### src/hdl/bmf_queue.sv
// Short register FIFO between front and back ends.
module bmf_queue #(
   parameter int DATA_W = 32,
   parameter int DEPTH  = 4,
   localparam int PTR_W = (DEPTH > 1) ? $clog2(DEPTH) : 1,
   localparam int CNT_W = $clog2(DEPTH + 1)
) (
   input  logic              clock,
   input  logic              reset,
   input  logic              push,
   input  logic [DATA_W-1:0] push_data,
   input  logic              pop,
   output logic              pop_valid,
   output logic [DATA_W-1:0] pop_data,
   output logic [CNT_W-1:0]  count
);

   logic [DATA_W-1:0] slot_ff [DEPTH];
   logic [PTR_W-1:0]  wr_ptr_ff, rd_ptr_ff;
   logic [CNT_W-1:0]  count_ff, count_in;
   logic              do_pop;

   assign pop_valid = count_ff != '0;
   assign pop_data  = slot_ff[rd_ptr_ff];
   assign count     = count_ff;
   assign do_pop    = pop && pop_valid;

   always_comb begin
      count_in = count_ff;
      if (push && !do_pop) count_in = count_ff + CNT_W'(1);
      else if (!push && do_pop) count_in = count_ff - CNT_W'(1);
   end

   always_ff @(posedge clock) begin
      if (reset) begin
         wr_ptr_ff <= '0;
         rd_ptr_ff <= '0;
         count_ff  <= '0;
      end else begin
         if (push) begin
            wr_ptr_ff <= (wr_ptr_ff == PTR_W'(DEPTH - 1)) ? '0 : wr_ptr_ff + PTR_W'(1);
         end
         if (do_pop) begin
            rd_ptr_ff <= (rd_ptr_ff == PTR_W'(DEPTH - 1)) ? '0 : rd_ptr_ff + PTR_W'(1);
         end
         count_ff <= count_in;
      end
   end

   always_ff @(posedge clock) begin
      if (push) begin
         slot_ff[wr_ptr_ff] <= push_data;
      end
   end

endmodule

### config.mk
export PLATFORM = sky130hd
export DESIGN_NAME = bmf_queue
export DESIGN_NICKNAME = d
export VERILOG_FILES = /design/src/hdl/bmf_queue.sv
export SDC_FILE = /design/constraint.sdc
export NUM_CORES = 1
export LEC_CHECK = 0
export ABC_AREA = 1
export BUFFER_PORTS_ARGS = -buffer_cell sky130_fd_sc_hd__buf_2
export CAP_MARGIN = 20
export CORE_MARGIN = 2
export CORE_UTILIZATION = 60
export CTS_BUF_LIST = sky130_fd_sc_hd__clkbuf_4
export DETAILED_ROUTE_END_ITERATION = 12
export GPL_TIMING_DRIVEN = 1
export PLACE_DENSITY = 0.83
export SYNTH_ARGS = -nofsm -noshare
export SYNTH_HDL_FRONTEND = slang
export SYNTH_SLANG_ARGS = --single-unit
### constraint.sdc
create_clock -name clock -period 4.8 [get_ports clock]
set_input_delay 0.72 -clock clock [delete_from_list [all_inputs] [get_ports clock]]
set_output_delay 0.72 -clock clock [all_outputs]
set_load 0.005 [all_outputs]
==> flow_summary.ini <==
[cts]
htreeDepth = 4
clkLatencyLatePin_ps = 510
clockBufferDepth = 2
cts_inserted_buffers = 17
cts_setup_buffers = 0
cts.sinks = 137
cts_hold_repair.buffers = 0
cts_tree = done
cts_resized = 0
cts-root-buf = clkbuf_4
path_clk_slew_ps = 120

[synth]
synth-seq-area-share = 0.767
ys.warnings.count = 0
avgSynthCellArea_um2 = 14.1
ys_ff_latch = 137
yosysUniqueCellTypes = 22
syn_nets = 415
synthCells = 372
syn_area_mm2 = 0.00525

[final_layout]
syn_to_final_growth_pct = 12.8
fin_area_mm2 = 0.00592
drive_above_1_share = 0.240
utilization = 0.689
antenna_cells = 0
fillers = 598
final_nets = 492

[routing]
viasPerCell = 5.54
first_iter_violations = 172
wirelength_mm = 9.39
drt-met1-wl_mm = 3.90
dr_wl_met3_um = 567
post_drt_wl_per_cell_um = 16.5
highest_layer = met4
vias = 3157
dr.pass1.iters = 6
dr_wl_met2_mm = 4.68
drc = 0
ant_nets = 0

[sta]
setup_viol = 0
fin_crit_ps = 2800
clock_skew_ps = 16.2
whs_ps = 379
final_hold_viol_count = 0
relSlewSlack = 0.483
tns_ps = 0
rsz0062_at_grt = no
fmax_ghz = 0.357
slew_violations = 0
period_share = 0.584
worst_pin_slew_ps = 774

[min_path]
hold_depth = 2
min_from = reset
hold_end = count[0]
hp-class = input port to flop

[place]
placed_cell_area_mm2 = 0.00562
globalplace.congestion = 0.741
io_buffers = 71
dp.final_hpwl_mm = 5.58

[grt]
grt_max_degree = 66
overflow = 0
grt_use_total = 0.202
grt_pass1_vias = 3111
grt_first_pass_wirelength_mm = 14.6
antenna_found_initial = 0

[critical_path]
cp.arrival_ps = 2080
worstRegToRegCells = 4
cp_max_fo = 33
path_class = flop to output port
crit_path_end_kind = output port
cp-start-kind = flop
r2r-start = wr_ptr_ff[0]
worstPathRequired_ps = 4080
reg2reg_slack_ps = 2830
r2r-end = slot_ff[3][7]

[floorplanning]
rows = 34
die_w_um = 97.5
die_area_mm2 = 0.00951
core-area_mm2 = 0.00859
initial_core_util = 0.611
ioPinCount = 72
die_h_um = 97.5

[pwr]
finalPower_mw = 2.88
p_leak_nw = 2.17
ir_drop_mv = 0.288
power_density_mw_per_mm2 = 486

[run_status]
status = finished clean

[job]
max-cap-violations = 0
## cell usage in the layout, fill, tap and decap left out, drive strengths merged, types with 3 or more instances in the layout
cell      synthesis  final
a21oi             3      3
dfxtp             9      9
clkinv            0      8
inv              16     16
nor2             74     74
clkinvlp          0      5
buf              18     77
o21ai            66     66
nand2            13     13
o22ai            32     32
clkbuf            1     17
ha                6      6
edfxtp          128    128
## how the worst max path moves through the flow
stage	startpoint	endpoint	cells past startpoint
finish	flop	pop_data[16]	5
global route	flop	pop_data[16]	5
CTS	flop	pop_data[19]	4
detailed placement	flop	pop_data[27]	4
global placement	flop	pop_data[28]	4
floorplan	pop	count[2]	10
## layout make-up
| class | instances | area, µm² | area share |
|---|---|---|---|
| well taps | 108 | 135 | 0.0228 |
| multi-input cells | 200 | 1000 | 0.169 |
| clock inverters | 15 | 155 | 0.0262 |
| flip-flops and latches | 137 | 4030 | 0.680 |
| repair buffers | 77 | 413 | 0.0697 |
| clock buffers | 17 | 128 | 0.0215 |
| inverters | 16 | 67.6 | 0.0114 |
## stage by stage
| stage | setup slack, ps | cells |
|---|---|---|
| 4_1_cts | 1550 | 569 |
| 3_5_place_dp | 2120 | 537 |
| 5_1_grt | 1820 | 570 |
| 6_report | 2000 | 570 |
| 3_3_place_gp | 2180 | 537 |
| 2_1_floorplan | 3020 | 372 |
## sequential cells by signal (all words and copies together) (netlist names), named ones only
name       cells
wr_ptr_ff      2
rd_ptr_ff      2
count          3
slot_ff      128
## worst max-delay path, stage by stage (launching register included)
cell and delay [ps]:
dfxtp_1 320, buf_4 230, inv_2 470, o21ai_0 220, o22ai_1 170, buf_2 140
## cell usage after synthesis (all sizes together)
| master | instances | share of area |
|---|---|---|
| edfxtp | 128 | 0.73 |
| nor2 | 74 | 0.053 |
| o21ai | 66 | 0.063 |
| o22ai | 32 | 0.038 |
| buf | 18 | 0.029 |
| inv | 16 | 0.013 |
| nand2 | 13 | 0.0093 |
| dfxtp | 9 | 0.034 |
| ha | 6 | 0.014 |
| a21oi | 3 | 0.0029 |
| clkbuf | 1 | 0.00071 |
| fa | 1 | 0.0038 |
| nand3 | 1 | 0.00095 |
| nand3b | 1 | 0.0014 |
| nand4 | 1 | 0.0012 |
| nor3 | 1 | 0.00095 |
| xor2 | 1 | 0.0017 |
## cell families after synthesis
kind of cell               synth area share
AOI/OAI and AO/OA                     0.104
xor gates and xnor gates            0.00167
adders and majority gates            0.0181
buffers and inverters                0.0429
DFF                                   0.767
and+or+nand+nor                      0.0667
## power by group
group | switching, mW | internal [mW] | total [mW]
registers | 0.0526 | 1.38 | 1.43
clock network | 0.407 | 0.308 | 0.714
logic | 0.443 | 0.291 | 0.734
total | 0.902 | 1.98 | 2.88
## routing by layer
metal  global-route usage  vias to the layer above
met5                    0                        -
met4               0.0887                        0
met3               0.0698                       18
met2                0.330                      103
met1                0.247                     1507
li1                     -                     1529
(Power assumes the default switching activity.)
