$ cat src/hdl/bmf_pkg.sv
// Shared types, constants and the reciprocal table of the box mean filter.
package bmf_pkg;

   localparam int PIX_W       = 8;
   localparam int MEAN_W      = 8;
   localparam int OUT_X_W     = 10;
   localparam int OUT_Y_W     = 12;
   localparam int CSR_IDX_W   = 2;
   localparam int CSR_DATA_W  = 13;
   localparam int KERN_W      = 4;
   localparam int RECIP_SHIFT = 24;
   localparam int RECIP_W     = 25;
   localparam int QUEUE_DEPTH = 4;

   typedef enum logic [CSR_IDX_W-1:0] {
      CSR_WIDTH  = 2'd0,
      CSR_HEIGHT = 2'd1,
      CSR_KERNEL = 2'd2
   } csr_index_type;

   typedef struct packed {
      logic               emit;
      logic               frame_end;
      logic [OUT_X_W-1:0] out_x;
      logic [OUT_Y_W-1:0] out_y;
   } item_tag_type;

   // ceil(2^24 / k^2); exact floor division for every window sum that can occur
   function automatic logic [RECIP_W-1:0] recip(input logic [KERN_W-1:0] k);
      logic [RECIP_W-1:0] m;
      unique case (k)
         4'd1:    m = 25'd16777216;
         4'd2:    m = 25'd4194304;
         4'd3:    m = 25'd1864136;
         4'd4:    m = 25'd1048576;
         4'd5:    m = 25'd671089;
         4'd6:    m = 25'd466034;
         4'd7:    m = 25'd342393;
         4'd8:    m = 25'd262144;
         4'd9:    m = 25'd207127;
         4'd10:   m = 25'd167773;
         4'd11:   m = 25'd138655;
         4'd12:   m = 25'd116509;
         4'd13:   m = 25'd99274;
         4'd14:   m = 25'd85599;
         4'd15:   m = 25'd74566;
         default: m = '0;
      endcase
      return m;
   endfunction

endpackage

$ cat src/hdl/bmf_back.sv
// Back end: sliding window of column sums, window total, multiply by reciprocal, output register.
module bmf_back #(
   parameter int MAX_KERNEL = 7,
   localparam int RMAX = MAX_KERNEL / 2,
   localparam int KW   = 2 * RMAX + 1,
   localparam int CS_W = $clog2(((1 << bmf_pkg::PIX_W) - 1) * KW + 1)
) (
   input  logic                          clock,
   input  logic                          reset,
   input  logic                          q_valid,
   output logic                          q_pop,
   input  bmf_pkg::item_tag_type         q_tag,
   input  logic [CS_W-1:0]               q_colsum,
   input  logic [KW-1:0]                 q_xmask,
   input  logic [bmf_pkg::KERN_W-1:0]    kern,
   output logic                          rsp_valid,
   input  logic                          rsp_ready,
   output logic [bmf_pkg::MEAN_W-1:0]    rsp_mean,
   output logic [bmf_pkg::OUT_X_W-1:0]   rsp_out_x,
   output logic [bmf_pkg::OUT_Y_W-1:0]   rsp_out_y,
   output logic                          rsp_frame_end
);

   localparam int SUM_W  = $clog2(((1 << bmf_pkg::PIX_W) - 1) * KW * KW + 1);
   localparam int PROD_W = SUM_W + bmf_pkg::RECIP_W;
   localparam int QUO_W  = PROD_W - bmf_pkg::RECIP_SHIFT;
   localparam int MEAN_MAX = (1 << bmf_pkg::MEAN_W) - 1;

   logic [CS_W-1:0] win_ff [KW];
   logic [CS_W-1:0] win_in [KW];
   logic [SUM_W-1:0] sum;

   logic                  out_en, b2_en, b1_en, pop;
   logic                  b1_valid_ff, b2_valid_ff, rsp_valid_ff;
   bmf_pkg::item_tag_type b1_tag_ff, b2_tag_ff;
   logic [SUM_W-1:0]      b1_sum_ff;
   logic [PROD_W-1:0]     b2_prod_ff;
   logic [QUO_W-1:0]      quo;
   logic [bmf_pkg::MEAN_W-1:0] mean;
   logic [bmf_pkg::MEAN_W-1:0] rsp_mean_ff;
   logic [bmf_pkg::OUT_X_W-1:0] rsp_x_ff;
   logic [bmf_pkg::OUT_Y_W-1:0] rsp_y_ff;
   logic                  rsp_fe_ff;

   assign out_en = !rsp_valid_ff || rsp_ready;
   assign b2_en  = !b2_valid_ff || out_en;
   assign b1_en  = !b1_valid_ff || b2_en;
   assign pop    = q_valid && b1_en;
   assign q_pop  = pop;

   // new column enters at slot 0; columns outside the frame are masked off
   always_comb begin
      win_in[0] = q_colsum;
      for (int j = 1; j < KW; j++) begin
         win_in[j] = win_ff[j-1];
      end
      sum = '0;
      for (int j = 0; j < KW; j++) begin
         if (q_xmask[j]) sum = sum + SUM_W'(win_in[j]);
      end
   end

   assign quo  = b2_prod_ff[PROD_W-1:bmf_pkg::RECIP_SHIFT];
   assign mean = (int'(quo) > MEAN_MAX) ? bmf_pkg::MEAN_W'(MEAN_MAX) : bmf_pkg::MEAN_W'(quo);

   always_ff @(posedge clock) begin
      if (reset) begin
         b1_valid_ff  <= 1'b0;
         b2_valid_ff  <= 1'b0;
         rsp_valid_ff <= 1'b0;
      end else begin
         if (b1_en) b1_valid_ff <= pop && q_tag.emit;
         if (b2_en) b2_valid_ff <= b1_valid_ff;
         if (out_en) rsp_valid_ff <= b2_valid_ff;
      end
   end

   always_ff @(posedge clock) begin
      if (pop) begin
         for (int j = 0; j < KW; j++) begin
            win_ff[j] <= win_in[j];
         end
      end
      if (b1_en && pop) begin
         b1_tag_ff <= q_tag;
         b1_sum_ff <= sum;
      end
      if (b2_en && b1_valid_ff) begin
         b2_tag_ff  <= b1_tag_ff;
         b2_prod_ff <= PROD_W'(b1_sum_ff) * PROD_W'(bmf_pkg::recip(kern));
      end
      if (out_en && b2_valid_ff) begin
         rsp_mean_ff <= mean;
         rsp_x_ff    <= b2_tag_ff.out_x;
         rsp_y_ff    <= b2_tag_ff.out_y;
         rsp_fe_ff   <= b2_tag_ff.frame_end;
      end
   end

   assign rsp_valid     = rsp_valid_ff;
   assign rsp_mean      = rsp_mean_ff;
   assign rsp_out_x     = rsp_x_ff;
   assign rsp_out_y     = rsp_y_ff;
   assign rsp_frame_end = rsp_fe_ff;

endmodule

$ cat config.mk
export PLATFORM = sky130hd
export DESIGN_NAME = bmf_back
export DESIGN_NICKNAME = d
export VERILOG_FILES = /design/src/hdl/bmf_pkg.sv /design/src/hdl/bmf_back.sv
export SDC_FILE = /design/constraint.sdc
export NUM_CORES = 1
export LEC_CHECK = 0
export BUFFER_PORTS_ARGS = -buffer_cell sky130_fd_sc_hd__buf_4
export CAP_MARGIN = 15
export CORE_UTILIZATION = 58
export CTS_CLUSTER_SIZE = 28
export DETAILED_ROUTE_END_ITERATION = 10
export PLACE_DENSITY = 0.79
export SLEW_MARGIN = 20
export SYNTH_ARGS = -nofsm -noshare
export SYNTH_HDL_FRONTEND = slang
export SYNTH_SLANG_ARGS = --single-unit
$ cat constraint.sdc
create_clock -name clock -period 8.69 [get_ports clock]
set_input_delay 0.4345 -clock clock [delete_from_list [all_inputs] [get_ports clock]]
set_output_delay 0.4345 -clock clock [all_outputs]
set_load 0.02 [all_outputs]
==> out/metrics.yaml <==
final_layout:
  nets: 2431
  fillerInstances: 2501
  drive_gt1_share_pct: 11.6
  syn2layout_area_growth_pct: 9.78
  diodes: 0
  final_core_util_pct: 65.0
synth:
  synth_edf_count: 172
  avgSynthCellArea_um2: 10.2
  yosysTopAreaCellShare_pct: 26.7
  synth-seq-cells: 175
  synthCells: 1885
  synth.distinct_cells: 71
  ys_seq_area_share_pct: 27.1
  async_reset_ff_share_pct: 0
  synth.area.top_cells: "edfxtp_1, fa_1, ha_1"
  syn_nets: 2369
  synth_area_mm2: 0.0193
  synth_area_leader_cell: "edfxtp_1"
  synth_ff_type: "edfxtp_1"
  yosysWarnings: 0
  synthTopCellsByCount: "inv_1, fa_1, nand2_1"
  synth.most_common_cell: "inv_1"
timing:
  slew_headroom_pct: 28.6
  finalCriticalPeriod_ns: 8.23
  worstMarginPinSlew_ns: 1.07
  max_clock_freq_mhz: 121
  drv_slew: 0
  setup_viol: 0
  hold_viol: 0
  fin_skew_ns: 0.00743
  fin_crit_sh_pct: 94.8
global_routing:
  grt_pass1_vias: 14625
  grtUsageMet2_pct: 46.3
  grt_overflow: 0
  track_usage_pct: 26.6
  met3_usage_pct: 4.37
  grt_max_degree: 51
  grt_pass1_wl_um: 71000
  antenna_found_initial: 0
  busiest_layer: "met2"
  use_met1_pct: 33.8
cts:
  clkLatencyLatePin_ns: 0.43
  path_clk_slew_ns: 0.07
  clkSinkCount: 175
  cts_hold_buf: 0
  cts_tree: "done"
  cts_root_buffer: "clkbuf_16"
  cts_buffer_depth: 2
  cts-htree-levels: 4
  cts_buffers: 17
die:
  row_count: 66
  die_area_mm2: 0.0340
  die_w_um: 184
  core_mm2: 0.0326
  start_util_pct: 59.2
  io_pins: 83
  die_height_um: 184
hold_path:
  hold_class: "in2reg"
  min_from: "reset"
  holdPathEnd: "rsp_valid$_SDFFE_PP0P_"
  holdPathStages: 2
routing:
  drcViolationCount: 0
  vias_per_cell: 5.70
  dr.pass1.iters: 7
  drt_iter0_drc: 807
  vias: 13682
  final_antenna_net_count: 0
  wl_per_cell_um: 17.6
  routed_wl_um: 42400
setup_path:
  worstReg2RegStart: "win_ff[0][0]$_DFFE_PP_"
  crit_type: "reg2reg"
  critPathSlowestCell: "edfxtp_1"
  slowest_delay_ns: 0.40
  reg2reg_to: "b1_sum_ff[13]$_DFFE_PP_"
  crit_required_ns: 8.87
  startpoint_type: "flop"
  crit_buf_inv: 2
  reg2regPathDepth: 41
  cp.arrival_ns: 8.42
  cp_top_family: "compound AO/OA/AOI/OAI gates"
  rrSetupSlack_ns: 0.46
  crit_fanout: 6
  end_kind: "flop"
place:
  io_buffers: 82
  gp_congestion: 0.919
  dp_hpwl_um: 32000
status:
  status: "finished clean"
flow_run:
  maxCapViolCount: 0
stage by stage:
step	hold WS [ns]	instance area [um2]	setup WS, ns	TNS [ns]	cells
finish	0.169	21200	0.456	0	2402
global route	0.154	21200	-0.0919	-0.0919	2402
CTS	0.154	21000	0.157	0	2396
detailed placement	0.405	20400	-0.136	-0.136	2364
global placement	0.400	20400	0.247	0	2364
floorplan	0.400	19300	0.627	0	1885
routing by layer:
metal,wire (um),up-vias,part of all wire [%]
li1,-,6322,-
met3,2830,75,6.7
met5,0,-,0
met4,1010,0,2.4
met2,21500,453,51
met1,17000,6832,40
how the worst max path moves through the flow:
| stage | from | endpoint | slack, ns | cells after the start |
|---|---|---|---|---|
| global placement | q_xmask[0] | b1_sum_ff[13]$_DFFE_PP_ | 0.25 | 43 |
| global route | win_ff[0][0]$_DFFE_PP_ | b1_sum_ff[13]$_DFFE_PP_ | -0.09 | 42 |
| floorplan | q_xmask[0] | b1_sum_ff[13]$_DFFE_PP_ | 0.63 | 44 |
| finish | win_ff[0][0]$_DFFE_PP_ | b1_sum_ff[13]$_DFFE_PP_ | 0.46 | 41 |
| CTS | win_ff[0][0]$_DFFE_PP_ | b1_sum_ff[13]$_DFFE_PP_ | 0.16 | 41 |
| detailed placement | q_xmask[0] | b1_sum_ff[13]$_DFFE_PP_ | -0.14 | 43 |
state kept, by name, indices dropped and copies added (netlist names):
name / flops
rsp_frame_end: 1
win_ff: 66
b1_tag_ff: 23
rsp_valid: 1
b2_tag_ff: 23
rsp_out_y: 12
rsp_mean: 8
b2_prod_ff: 15
rsp_out_x: 10
b1_sum_ff: 14
b1_valid_ff: 1
b2_valid_ff: 1
cell families after synthesis:
| group | count (synthesis) | synth area share, % |
|---|---|---|
| buffers and inverters | 348 | 6.81 |
| AO/OA/AOI/OAI | 269 | 9.19 |
| flip-flops | 175 | 27.1 |
| AND/OR/NAND/NOR | 559 | 14.0 |
| multiplexers | 38 | 2.14 |
| XOR/XNOR | 62 | 2.89 |
| adder cells (fa/ha/maj) | 434 | 37.9 |
cell usage in the layout, fill, tap and decap left out, types with 7 or more instances in the layout:
| master | count |
|---|---|
| o21bai_1 | 11 |
| o31ai_1 | 7 |
| nand2b_1 | 13 |
| a211oi_1 | 8 |
| xnor2_1 | 37 |
| a21oi_1 | 71 |
| fa_1 | 251 |
| nor2b_1 | 10 |
| nand2_1 | 244 |
| a21o_1 | 21 |
| o21ai_1 | 11 |
| clkbuf_16 | 17 |
| inv_1 | 274 |
| nand3_1 | 16 |
| buf_4 | 114 |
| o21a_1 | 24 |
| mux2i_1 | 11 |
| mux2_2 | 27 |
| nor3_1 | 11 |
| o21ai_0 | 47 |
| or2_2 | 12 |
| xor2_1 | 23 |
| and2_1 | 124 |
| and3_1 | 27 |
| nor2_1 | 69 |
| ha_1 | 179 |
| or3_1 | 10 |
| edfxtp_1 | 172 |
worst register-to-register path, delay by kind of cell, from the launching register on:
| family | cells | cell delay, ns |
|---|---|---|
| AOI/OAI and AO/OA | 19 | 3.35 |
| xor gates and xnor gates | 2 | 0.25 |
| adders and majority gates | 7 | 1.97 |
| buffers and inverters | 2 | 0.11 |
| DFF | 1 | 0.40 |
| muxes | 2 | 0.43 |
| and+or+nand+nor | 9 | 1.47 |
repair_timing:
| action | in CTS | in global routing |
|---|---|---|
| endpoints found under the setup margin | 0 | 5 |
| resized for setup | 0 | 33 |
| setup buffers | 0 | 5 |
final cells by class:
cell class | count | area [um2] | area share, %
clock buffers | 17 | 425 | 2.01
clock inverters | 15 | 149 | 0.702
inverters | 276 | 1040 | 4.89
multi-input cells | 1362 | 12900 | 61.0
flip-flops and latches | 175 | 5230 | 24.6
well taps | 442 | 553 | 2.61
repair buffers | 115 | 876 | 4.13
Power is left out: the tool's default activity adds up to more than one toggle a clock period on the data nets, which glitch-free logic cannot reach.
